File: src/rtl/mbsf_pkg.sv
package mbsf_pkg;

  localparam int DEF_MAX_WIDTH  = 256;
  localparam int DEF_MAX_HEIGHT = 256;

  localparam logic [1:0] FUNC_WRITE = 2'd0;
  localparam logic [1:0] FUNC_RUN   = 2'd1;
  localparam logic [1:0] FUNC_READ  = 2'd2;

  localparam logic [1:0] REG_GRID_WIDTH  = 2'd0;
  localparam logic [1:0] REG_GRID_HEIGHT = 2'd1;
  localparam logic [1:0] REG_PASS_COUNT  = 2'd2;

  typedef struct packed {
    logic accept;
    logic run_init;
    logic win_issue;
    logic div_step;
    logic scr_write;
    logic copy_init;
    logic copy_issue;
    logic next_pass;
    logic end_run;
    logic zero_max;
    logic load_out;
  } cmd_t;

  typedef struct packed {
    logic [1:0] in_func;
    logic       pass_zero;
    logic       win_last;
    logic       div_last;
    logic       cell_last;
    logic       copy_last;
    logic       pass_last;
  } stat_t;

endpackage

File: src/rtl/mbsf_ctrl.sv
module mbsf_ctrl (
  input  logic           clk,
  input  logic           rst,
  input  logic           in_valid,
  output logic           in_ready,
  output logic           out_valid,
  input  logic           out_ready,
  input  mbsf_pkg::stat_t stat,
  output mbsf_pkg::cmd_t  cmd
);
  import mbsf_pkg::*;

  localparam logic [3:0] ST_IDLE   = 4'd0;
  localparam logic [3:0] ST_RDW    = 4'd1;
  localparam logic [3:0] ST_WIN    = 4'd2;
  localparam logic [3:0] ST_DRAIN  = 4'd3;
  localparam logic [3:0] ST_DIV    = 4'd4;
  localparam logic [3:0] ST_SCR    = 4'd5;
  localparam logic [3:0] ST_COPY   = 4'd6;
  localparam logic [3:0] ST_CDRAIN = 4'd7;
  localparam logic [3:0] ST_PEND   = 4'd8;
  localparam logic [3:0] ST_OUT    = 4'd9;

  logic [3:0] state, state_next;
  logic       out_valid_next;

  assign in_ready = (state == ST_IDLE);

  always_comb begin
    state_next     = state;
    cmd            = '0;
    out_valid_next = out_valid & ~out_ready;
    unique case (state)
      ST_IDLE: begin
        if (in_valid) begin
          cmd.accept = 1'b1;
          case (stat.in_func)
            FUNC_RUN: begin
              if (stat.pass_zero) begin
                cmd.zero_max = 1'b1;
                state_next   = ST_OUT;
              end else begin
                cmd.run_init = 1'b1;
                state_next   = ST_WIN;
              end
            end
            FUNC_READ: state_next = ST_RDW;
            default:   state_next = ST_OUT;
          endcase
        end
      end
      ST_RDW: state_next = ST_OUT;
      ST_WIN: begin
        cmd.win_issue = 1'b1;
        if (stat.win_last) state_next = ST_DRAIN;
      end
      ST_DRAIN: state_next = ST_DIV;
      ST_DIV: begin
        cmd.div_step = 1'b1;
        if (stat.div_last) state_next = ST_SCR;
      end
      ST_SCR: begin
        cmd.scr_write = 1'b1;
        if (stat.cell_last) begin
          cmd.copy_init = 1'b1;
          state_next    = ST_COPY;
        end else begin
          state_next = ST_WIN;
        end
      end
      ST_COPY: begin
        cmd.copy_issue = 1'b1;
        if (stat.copy_last) state_next = ST_CDRAIN;
      end
      ST_CDRAIN: state_next = ST_PEND;
      ST_PEND: begin
        if (stat.pass_last) begin
          cmd.end_run = 1'b1;
          state_next  = ST_OUT;
        end else begin
          cmd.next_pass = 1'b1;
          state_next    = ST_WIN;
        end
      end
      ST_OUT: begin
        if (!out_valid || out_ready) begin
          cmd.load_out   = 1'b1;
          out_valid_next = 1'b1;
          state_next     = ST_IDLE;
        end
      end
      default: state_next = ST_IDLE;
    endcase
  end

  always_ff @(posedge clk) begin
    if (rst) begin
      state     <= ST_IDLE;
      out_valid <= 1'b0;
    end else begin
      state     <= state_next;
      out_valid <= out_valid_next;
    end
  end

endmodule

File: config.mk
export PLATFORM = sky130hd
export DESIGN_NAME = mbsf_ctrl
export DESIGN_NICKNAME = d
export VERILOG_FILES = /design/src/rtl/mbsf_pkg.sv /design/src/rtl/mbsf_ctrl.sv
export SDC_FILE = /design/constraint.sdc
export NUM_CORES = 1
export LEC_CHECK = 0
export ABC_AREA = 1
export BUFFER_PORTS_ARGS = -buffer_cell sky130_fd_sc_hd__clkbuf_2
export CORE_AREA = 3 3 40 42
export DETAILED_ROUTE_END_ITERATION = 16
export DIE_AREA = 0 0 43 45
export PLACE_DENSITY = 0.69
export SLEW_MARGIN = 10
export SYNTH_ARGS = -nofsm -noshare
export SYNTH_HDL_FRONTEND = slang
export SYNTH_SLANG_ARGS = --single-unit
File: constraint.sdc
create_clock -name clk -period 1.19 [get_ports clk]
set_input_delay 0.119 -clock clk [delete_from_list [all_inputs] [get_ports clk]]
set_output_delay 0.119 -clock clk [all_outputs]
set_load 0.03 [all_outputs]
==> results of run 1 <==
==> sequential cells by signal, summed over array words and instances, names as in the netlist <==
name and flops:
state 4, out_valid 1
==> cell type report <==
cell class                      instances  area (sq um)  share of cell area [%]
Multi-Input combinational cell         68           474                    44.0
Timing Repair Buffer                   40           362                    33.6
Sequential cell                         5           115                    10.7
Inverter                               19          81.3                    7.55
Clock buffer                            4          26.3                    2.44
Tap cell                               15          18.8                    1.74
==> worst paths after layout <==
| kind | slack (ns) | cells after the start | to | startpoint |
|---|---|---|---|---|
| worst max register to register | -0.18 | 9 | state[1]$_SDFFE_PP0P_ | state[1]$_SDFFE_PP0P_ |
| worst max-delay path | -0.22 | 4 | cmd[9] | state[0]$_SDFFE_PP0P_ |
| worst min register to register | 0.59 | 2 | state[1]$_SDFFE_PP0P_ | state[1]$_SDFFE_PP0P_ |
| worst min-delay path | 0.06 | 2 | state[2]$_SDFFE_PP0P_ | rst |
==> kinds of logic after synthesis <==
group                    Yosys count
flip-flops                         5
adder cells (fa/ha/maj)            2
AO/OA/AOI/OAI                      3
buffers and inverters             19
AND/OR/NAND/NOR                   63
==> worst max-delay path: stages (launching register included) <==
cell and delay [ns]:
dfxtp_4 0.37, nor2_4 0.21, nand3_2 0.14, nor2_2 0.14
clkbuf_8 0.18
==> routing by layer <==
metal / part of all wire (%) / vias up / global-route usage, %
li1: - / 367 / -
met1: 39 / 370 / 19.0
met2: 49 / 54 / 35.0
met3: 6.7 / 20 / 2.79
met4: 4.8 / 0 / 12.0
met5: 0 / - / 0
==> placed cells by master (no fill, tap or decap), types with 5 or more instances in the layout <==
master,netlist,layout
nand3_2,0,6
nand2_1,22,14
nand2_4,0,5
inv_1,18,13
buf_6,0,8
clkbuf_8,0,5
nor2_4,0,11
nor2_1,23,13
buf_4,0,11
clkbuf_2,0,12
==> power by group <==
group / switching (mW) / internal [mW]
clock network: 0.0796 / 0.127
registers: 0.138 / 0.257
logic: 1.08 / 0.830
total: 1.30 / 1.21
==> stage by stage <==
step | power, mW | instances | setup WS (ns) | util [%] | cell area, sq um
3_5_place_dp | 1.37 | 135 | -0.117 | 53.2 | 683
5_1_grt | 2.65 | 151 | -0.275 | 83.8 | 1080
2_1_floorplan | 1.08 | 92 | -0.0163 | - | 514
6_report | 2.51 | 151 | -0.219 | 83.8 | 1080
3_3_place_gp | 1.37 | 135 | -0.134 | 53.2 | 683
4_1_cts | 2.01 | 147 | -0.146 | 72.0 | 925
==> timing repair <==
action | CTS | global route
endpoints found under the setup margin | 16 | 16
resized for setup | 43 | 40
pin swaps | 7 | 15
setup buffers | 8 | 4
==> flow_metrics.py, run 1 <==
metrics = {
    "synth": {
        "synthAdderAreaFrac_pct": 5.21,
        "synth_top_area_share_pct": 20.8,
        "synthMostInstantiatedCell": "nor2_1",
        "muxShareOfSynthArea_pct": 0,
        "synth_top_family_by_area": "simple AND/OR/NAND/NOR gates",
        "async_reset_ff_share_pct": 0,
        "synthTopCellsByCount": "nor2_1 (23), nand2_1 (22), inv_1 (18)",
        "ys_warn_count": 0,
        "synth_compound_area_share_pct": 3.65,
        "synth_area_leaders": "dfxtp_1 (21%), nor2_1 (18%), nand2_1 (17%), inv_1 (14%), nand3_1 (10%)",
        "syn-num-nets": 106,
        "synthSimpleGateAreaFrac_pct": 55.5,
        "syn_area_per_cell_sq_um": 5.22,
        "netlist_instances": 92,
        "seq_area_frac_synth_pct": 20.8,
        "synth.cell_area_sq_um": 480,
        "synth_enable_flop_cells": 0,
        "synthDistinctLibCells": 14,
        "yosys_most_used_dff": "dfxtp_1",
        "synth_top_area_cell": "dfxtp_1",
        "synthXorXnorAreaFrac_pct": 0,
        "synth-seq-cells": 5,
    },
    "sta": {
        "rsz0062_at_grt": "yes",
        "maxSlewViolCount": 0,
        "hold_slack_ns": 0.0626,
        "worst_clock_skew_ns": 0.00888,
        "maxSlewHeadroom_pct": 76.3,
        "period_share_pct": 118,
        "setup_viol": 16,
        "worst_pin_slew_ns": 0.354,
        "max_freq_mhz": 710,
        "min_period_ns": 1.41,
        "layout_setup_ws_ns": -0.219,
        "finalSetupTns_ns": -2.06,
        "finalHoldViolations": 0,
    },
    "clocking": {
        "clk_pin_slew_ns": 0.05,
        "clock_path_buffers": 2,
        "ctsHtreeMaxLevel": 1,
        "cts_hold_buf": 0,
        "cts_tree": "yes",
        "clk_latency_ns": 0.25,
        "cts_buffers": 3,
        "cts_sinks": 5,
        "cts_root_buffer": "clkbuf_4",
    },
    "grt": {
        "grt_overflow_total": 0,
        "grt_pass1_vias": 677,
        "antenna_found_initial": 0,
        "grt_usage_pct": 18.6,
        "grt_max_degree": 7,
        "grt_pass1_wl_mm": 2.69,
    },
    "setup_path": {
        "arrival_ns": 1.29,
        "crit_path_end_kind": "primary output",
        "crit_fanout": 6,
        "worstSetupPathType": "flip-flop to primary output",
        "worst_ep_required_time_ns": 1.07,
        "start_kind": "flip-flop",
    },
    "routing": {
        "drt_iter0_drc": 12,
        "drc": 0,
        "vias": 811,
        "viasPerCell": 5.37,
        "dr.pass1.iters": 4,
        "post_drt_wl_per_cell_um": 15.5,
        "wl_mm": 2.33,
        "postRouteAntennaNets": 0,
    },
    "floorplanning": {
        "initial_utilization_pct": 37.4,
        "die_h_um": 45,
        "rows": 13,
        "die_x_um": 43,
        "io_pins": 25,
        "dieArea_sq_mm": 0.00194,
        "core-area_sq_mm": 0.00128,
    },
    "power": {
        "irDropWorstVdd_mv": 1.47,
        "p_leak_nw": 0.572,
        "powerDensity_mw_per_mm2": 2330,
    },
    "final_layout": {
        "areaGrowthSynthToFinish_pct": 124,
        "fillers": 69,
        "layout-drive-gt1-share_pct": 61.8,
        "num_antenna_cells": 0,
        "fin_nets": 151,
    },
    "placement": {
        "place_hpwl_mm": 1.08,
        "gp_congestion": 0.805,
        "port_buffers": 24,
    },
    "outcome": {
        "status": "finished, violations left",
        "violations": "negative setup slack",
    },
    "min_path": {
        "hold_path_class": "input port to flip-flop",
    },
    "job": {
        "maxCapViolations": 0,
    },
}
No activity file was read; power rests on OpenSTA's default activity.
==> run 2, diff against run 1 <==
--- a/config.mk
+++ b/config.mk
@@ -7,9 +7,9 @@
 export LEC_CHECK = 0
 export ABC_AREA = 1
 export BUFFER_PORTS_ARGS = -buffer_cell sky130_fd_sc_hd__clkbuf_2
-export CORE_AREA = 3 3 40 42
+export CORE_AREA = 2 2 39 41
 export DETAILED_ROUTE_END_ITERATION = 16
-export DIE_AREA = 0 0 43 45
+export DIE_AREA = 0 0 41 43
 export PLACE_DENSITY = 0.69
 export SLEW_MARGIN = 10
 export SYNTH_ARGS = -nofsm -noshare
==> constraint.sdc (replaced) <==
create_clock -name clk -period 1.19 [get_ports clk]
set_input_delay 0.119 -clock clk [delete_from_list [all_inputs] [get_ports clk]]
set_output_delay 0.119 -clock clk [all_outputs]
set_load 0.005 [all_outputs]
==> flow_metrics.py, run 2 (synthesis results as in run 1) <==
metrics = {
    "outcome": {
        "status": "finished, violations left",
        "violations": "negative setup slack",
    },
    "routing": {
        "wl_mm": 1.28,
        "viasPerCell": 4.37,
        "drc": 0,
        "dr.pass1.iters": 4,
        "postRouteAntennaNets": 0,
        "vias": 633,
        "drt_iter0_drc": 11,
        "post_drt_wl_per_cell_um": 8.86,
    },
    "setup_path": {
        "arrival_ns": 1.15,
        "crit_fanout": 7,
        "worst_ep_required_time_ns": 1.07,
        "start_kind": "flip-flop",
        "crit_path_end_kind": "primary output",
        "worstSetupPathType": "flip-flop to primary output",
    },
    "grt": {
        "grt_pass1_vias": 562,
        "antenna_found_initial": 0,
        "grt_max_degree": 8,
        "grt_overflow_total": 0,
        "grt_pass1_wl_mm": 2.05,
        "grt_usage_pct": 17.8,
    },
    "sta": {
        "finalHoldViolations": 0,
        "maxSlewHeadroom_pct": 86.1,
        "period_share_pct": 106,
        "hold_slack_ns": 0.0596,
        "rsz0062_at_grt": "yes",
        "worst_pin_slew_ns": 0.207,
        "min_period_ns": 1.27,
        "maxSlewViolCount": 0,
        "max_freq_mhz": 789,
        "worst_clock_skew_ns": 0.000123,
        "setup_viol": 11,
        "layout_setup_ws_ns": -0.0772,
    },
    "final_layout": {
        "layout_commonest_cell": "clkbuf_2",
        "final_cell_mix": "clkbuf_2 (20), nand2_1 (19), nor2_1 (18), inv_1 (14), nand3_1 (10)",
        "fin_nets": 144,
        "fillers": 135,
        "layout-drive-gt1-share_pct": 46.5,
        "regMostFlops": "state",
        "largest_reg_flops": 4,
        "fin_util_pct": 58.2,
        "largestRegisters": "state x4, out_valid x1",
        "num_antenna_cells": 0,
        "areaGrowthSynthToFinish_pct": 67.7,
    },
    "placement": {
        "gp_congestion": 0.804,
        "port_buffers": 24,
        "place_hpwl_um": 996,
    },
    "floorplanning": {
        "die_h_um": 43,
        "io_pins": 25,
        "rows": 14,
        "die_x_um": 41,
        "initial_utilization_pct": 34.7,
        "dieArea_sq_mm": 0.00176,
        "core-area_sq_mm": 0.00138,
    },
    "clocking": {
        "ctsHtreeMaxLevel": 1,
        "cts_sinks": 5,
        "cts_hold_buf": 0,
        "cts_buffers": 3,
        "cts_root_buffer": "clkbuf_4",
        "clock_path_buffers": 2,
        "clk_pin_slew_ns": 0.04,
        "cts_tree": "yes",
        "clk_latency_ns": 0.24,
    },
    "power": {
        "p_leak_nw": 0.474,
        "irDropWorstVdd_mv": 1.04,
        "powerDensity_mw_per_mm2": 2080,
    },
    "min_path": {
        "hold_path_class": "input port to flip-flop",
    },
    "job": {
        "maxCapViolations": 0,
    },
}
[run 2: changes by cell type in the layout (fill, tap and decap cells not counted), sizes merged]
cell and delta:
clkbuf +3, buf -10
[run 2: power by group]
group          switching, mW  leakage (nW)  internal, mW
Combinational          0.605         0.415         0.500
Clock                 0.0658        0.0150         0.127
Sequential             0.123        0.0437         0.256
Total                  0.793         0.474         0.883
[run 2: repair_timing]
| action | CTS | global route |
|---|---|---|
| setup endpoints to repair | 13 | 15 |
| pin swaps | 6 | 7 |
| buffers inserted | 2 | 1 |
| gates resized for setup | 26 | 11 |
| gates cloned | 0 | 0 |
[run 2: final timing paths]
path / depth (start not counted) / start / end / slack, ns
min: 2 / rst / state[2]$_SDFFE_PP0P_ / 0.06
max: 4 / state[0]$_SDFFE_PP0P_ / cmd[9] / -0.08
max reg2reg: 7 / state[0]$_SDFFE_PP0P_ / state[0]$_SDFFE_PP0P_ / -0.05
min reg2reg: 4 / out_valid$_SDFF_PP0_ / out_valid$_SDFF_PP0_ / 0.54
[run 2: layer usage]
layer,share of wire [%],GRT usage [%],wire (um),vias to the layer above
li1,-,-,-,355
met1,44,19.7,560,263
met2,50,27.8,645,13
met3,5.4,4.71,69,2
met4,0.70,12.0,9,0
met5,0,0,0,-
[run 2: area by class of cell]
cell class	count	area [sq um]	area share (%)
multi-input combinational	68	374	46.4
timing repair buffer	33	191	23.8
sequential	5	115	14.3
inverter	19	78.8	9.78
clock buffer	4	26.3	3.26
tap	16	20.0	2.48
[run 2: metrics by stage]
stage / setup TNS [ns] / power [mW] / std cells / cell area, sq um / setup slack (ns)
after floorplan: 0 / 0.856 / 92 / 480 / 0.0666
after global placement: -0.0527 / 1.22 / 139 / 673 / -0.0278
after detailed placement: -0.0870 / 1.23 / 139 / 673 / -0.0318
after CTS: -0.469 / 1.61 / 144 / 781 / -0.0810
after global routing: -1.65 / 1.85 / 145 / 806 / -0.154
final: -0.532 / 1.68 / 145 / 806 / -0.0772
[run 2: worst max-delay path: stages, from the launching register on]
cell      delay [ns]
dfxtp_4         0.36
nor2_4          0.21
nand3_1         0.12
nor2_1          0.10
clkbuf_2        0.12
==> run 3, diff against run 2 <==
--- a/config.mk
+++ b/config.mk
@@ -5,12 +5,10 @@
 export SDC_FILE = /design/constraint.sdc
 export NUM_CORES = 1
 export LEC_CHECK = 0
-export ABC_AREA = 1
 export BUFFER_PORTS_ARGS = -buffer_cell sky130_fd_sc_hd__clkbuf_2
-export CORE_AREA = 2 2 39 41
+export CORE_UTILIZATION = 39
 export DETAILED_ROUTE_END_ITERATION = 16
-export DIE_AREA = 0 0 41 43
-export PLACE_DENSITY = 0.69
+export PLACE_DENSITY = 0.72
 export SLEW_MARGIN = 10
 export SYNTH_ARGS = -nofsm -noshare
 export SYNTH_HDL_FRONTEND = slang
==> flow_metrics.py, run 3 <==
metrics = {
    "sta": {
        "setup_viol": 15,
        "maxSlewHeadroom_pct": 82.1,
        "worst_clock_skew_ns": 0.00601,
        "period_share_pct": 121,
        "layout_setup_ws_ns": -0.254,
        "hold_slack_ns": 0.0926,
        "min_period_ns": 1.44,
        "finalSetupTns_ns": -2.15,
        "maxSlewViolCount": 0,
        "max_freq_mhz": 693,
        "finalHoldViolations": 0,
        "rsz0062_at_grt": "yes",
        "worst_pin_slew_ns": 0.266,
    },
    "power": {
        "powerDensity_mw_per_mm2": 1750,
        "p_leak_nw": 0.419,
        "switching_share_pct": 42.1,
        "p_comb_share_pct": 68.4,
        "p_int_uw": 891,
        "switching_power_uw": 648,
        "p_clk_share_pct": 13.4,
        "seqPwrFrac_pct": 18.3,
        "irDropWorstVdd_mv": 0.945,
        "total_power_mw": 1.54,
    },
    "clocking": {
        "clk_latency_ns": 0.25,
        "cts_tree": "yes",
        "cts_buffers": 3,
        "ctsHtreeMaxLevel": 1,
        "cts_hold_buf": 0,
        "cts_root_buffer": "clkbuf_4",
        "clock_path_buffers": 2,
        "cts_sinks": 5,
        "clk_pin_slew_ns": 0.05,
    },
    "routing": {
        "vias": 656,
        "viasPerCell": 5.51,
        "post_drt_wl_per_cell_um": 13.5,
        "postRouteAntennaNets": 0,
        "dr.pass1.iters": 4,
        "wl_mm": 1.60,
        "drc": 0,
        "drt_iter0_drc": 29,
    },
    "floorplanning": {
        "die_x_um": 38.4,
        "die_h_um": 38.4,
        "dieArea_sq_mm": 0.00148,
        "core-area_sq_mm": 0.00117,
        "io_pins": 25,
        "rows": 12,
        "initial_utilization_pct": 44.2,
    },
    "placement": {
        "gp_congestion": 0.773,
        "place_hpwl_mm": 1.04,
        "place_inst": 109,
        "place_area_sq_um": 704,
        "port_buffers": 24,
        "place_ws_ns": -0.140,
    },
    "final_layout": {
        "num_antenna_cells": 0,
        "areaGrowthSynthToFinish_pct": 69.6,
        "largestRegisters": "state x4, out_valid x1",
        "largest_reg_flops": 4,
        "fin_nets": 120,
        "layout-drive-gt1-share_pct": 67.6,
        "instances_no_fill": 119,
        "fillers": 83,
        "final_cell_mix": "clkbuf_2 (22), buf_4 (12), buf_6 (7), nor2_2 (4)",
        "fin_util_pct": 75.0,
        "layout_commonest_cell": "clkbuf_2",
        "regMostFlops": "state",
        "regArea_sq_um": 109,
        "multiInputGateArea_sq_um": 423,
        "fin_area_sq_um": 878,
    },
    "setup_path": {
        "r2r_slack_ns": -0.13,
        "worst_ep_required_time_ns": 1.07,
        "crit_fanout": 4,
        "slowest_stage": "dfxtp_2",
        "slowest_delay_ns": 0.34,
        "start_kind": "flip-flop",
        "crit_buf_inv": 2,
        "crit_path_end_kind": "primary output",
        "critPathTopFamily": "simple AND/OR/NAND/NOR gates",
        "arrival_ns": 1.32,
        "worstSetupPathType": "flip-flop to primary output",
        "worstPathCellList": "buf_6 -> nor4_4 -> nand2_2 -> nor2_2 -> clkbuf_2",
    },
    "synth": {
        "yosys_most_used_dff": "dfxtp_1",
        "async_reset_ff_share_pct": 0,
        "synthDistinctLibCells": 36,
        "synth_top_area_share_pct": 19.3,
        "syn_area_per_cell_sq_um": 8.22,
        "syn-num-nets": 77,
        "synthTopCellsByCount": "nor2_1 (6), dfxtp_1 (5), a21oi_1 (4), inv_1 (4), nand2_1 (4)",
        "synthMostInstantiatedCell": "nor2_1",
        "synth_top_area_cell": "dfxtp_1",
        "seq_area_frac_synth_pct": 19.3,
        "ys_warn_count": 0,
        "synth_area_leaders": "dfxtp_1 (19%), ha_1 (4.8%), buf_6 (4.3%), nor2_1 (4.3%), nor4_4 (4.1%)",
        "synth.cell_area_sq_um": 518,
        "synth_enable_flop_cells": 0,
        "synth-seq-cells": 5,
        "netlist_instances": 63,
    },
    "grt": {
        "grt_overflow_total": 0,
        "grt_max_degree": 11,
        "grt_pass1_vias": 570,
        "antenna_found_initial": 0,
        "grt_usage_pct": 25.2,
        "grt_pass1_wl_mm": 2.53,
    },
    "outcome": {
        "violations": "negative setup slack",
        "status": "finished, violations left",
    },
    "min_path": {
        "hold_path_class": "input port to flip-flop",
    },
    "job": {
        "maxCapViolations": 0,
    },
}
[run 3: timing repair]
| item | 4_1_cts | 5_1_grt |
|---|---|---|
| resized for setup | 22 | 8 |
| cloned | 0 | 0 |
| pin swaps | 11 | 3 |
| setup endpoints to repair | 15 | 16 |
| setup buffers | 5 | 1 |
[run 3: worst paths after layout]
kind	start	endpoint	cells after the start
max	state[1]$_SDFFE_PP0P_	cmd[1]	5
min	rst	state[2]$_SDFFE_PP0P_	2
max reg2reg	state[3]$_SDFFE_PP0P_	state[1]$_SDFFE_PP0P_	5
min reg2reg	out_valid$_SDFF_PP0_	out_valid$_SDFF_PP0_	2
[run 3: layout make-up]
type / instances / area share [%]
clock buffers: 4 / 2.99
flip-flops and latches: 5 / 12.4
well taps: 14 / 1.99
multi-input cells: 49 / 48.1
inverters: 5 / 2.14
repair buffers: 42 / 32.3
[run 3: cell families (layout without fill, tap and decap cells)]
group,after synthesis,after routing,synth area share [%]
simple gates,30,30,38.9
buf+inv,9,51,11.6
fa+ha+maj,2,2,4.83
mux,2,2,3.86
compound gates,15,15,21.5
flops,5,5,19.3
[run 3: layer usage]
metal  share of wire (%)  global-route usage, %  vias up
met5                   0                      0        -
met4                   0                      0        0
met3                 6.4                   9.88        0
met2                  50                   45.3       28
met1                  43                   29.9      314
li1                    -                      -      314
[run 3: power by group through the flow]
stage	clock network (mW)	logic (mW)	registers [mW]
global route	0.230	1.12	0.286
finish	0.206	1.05	0.281
CTS	0.210	0.989	0.276
detailed placement	0	0.818	0.263
global placement	0	0.809	0.265
floorplan	0	0.560	0.243
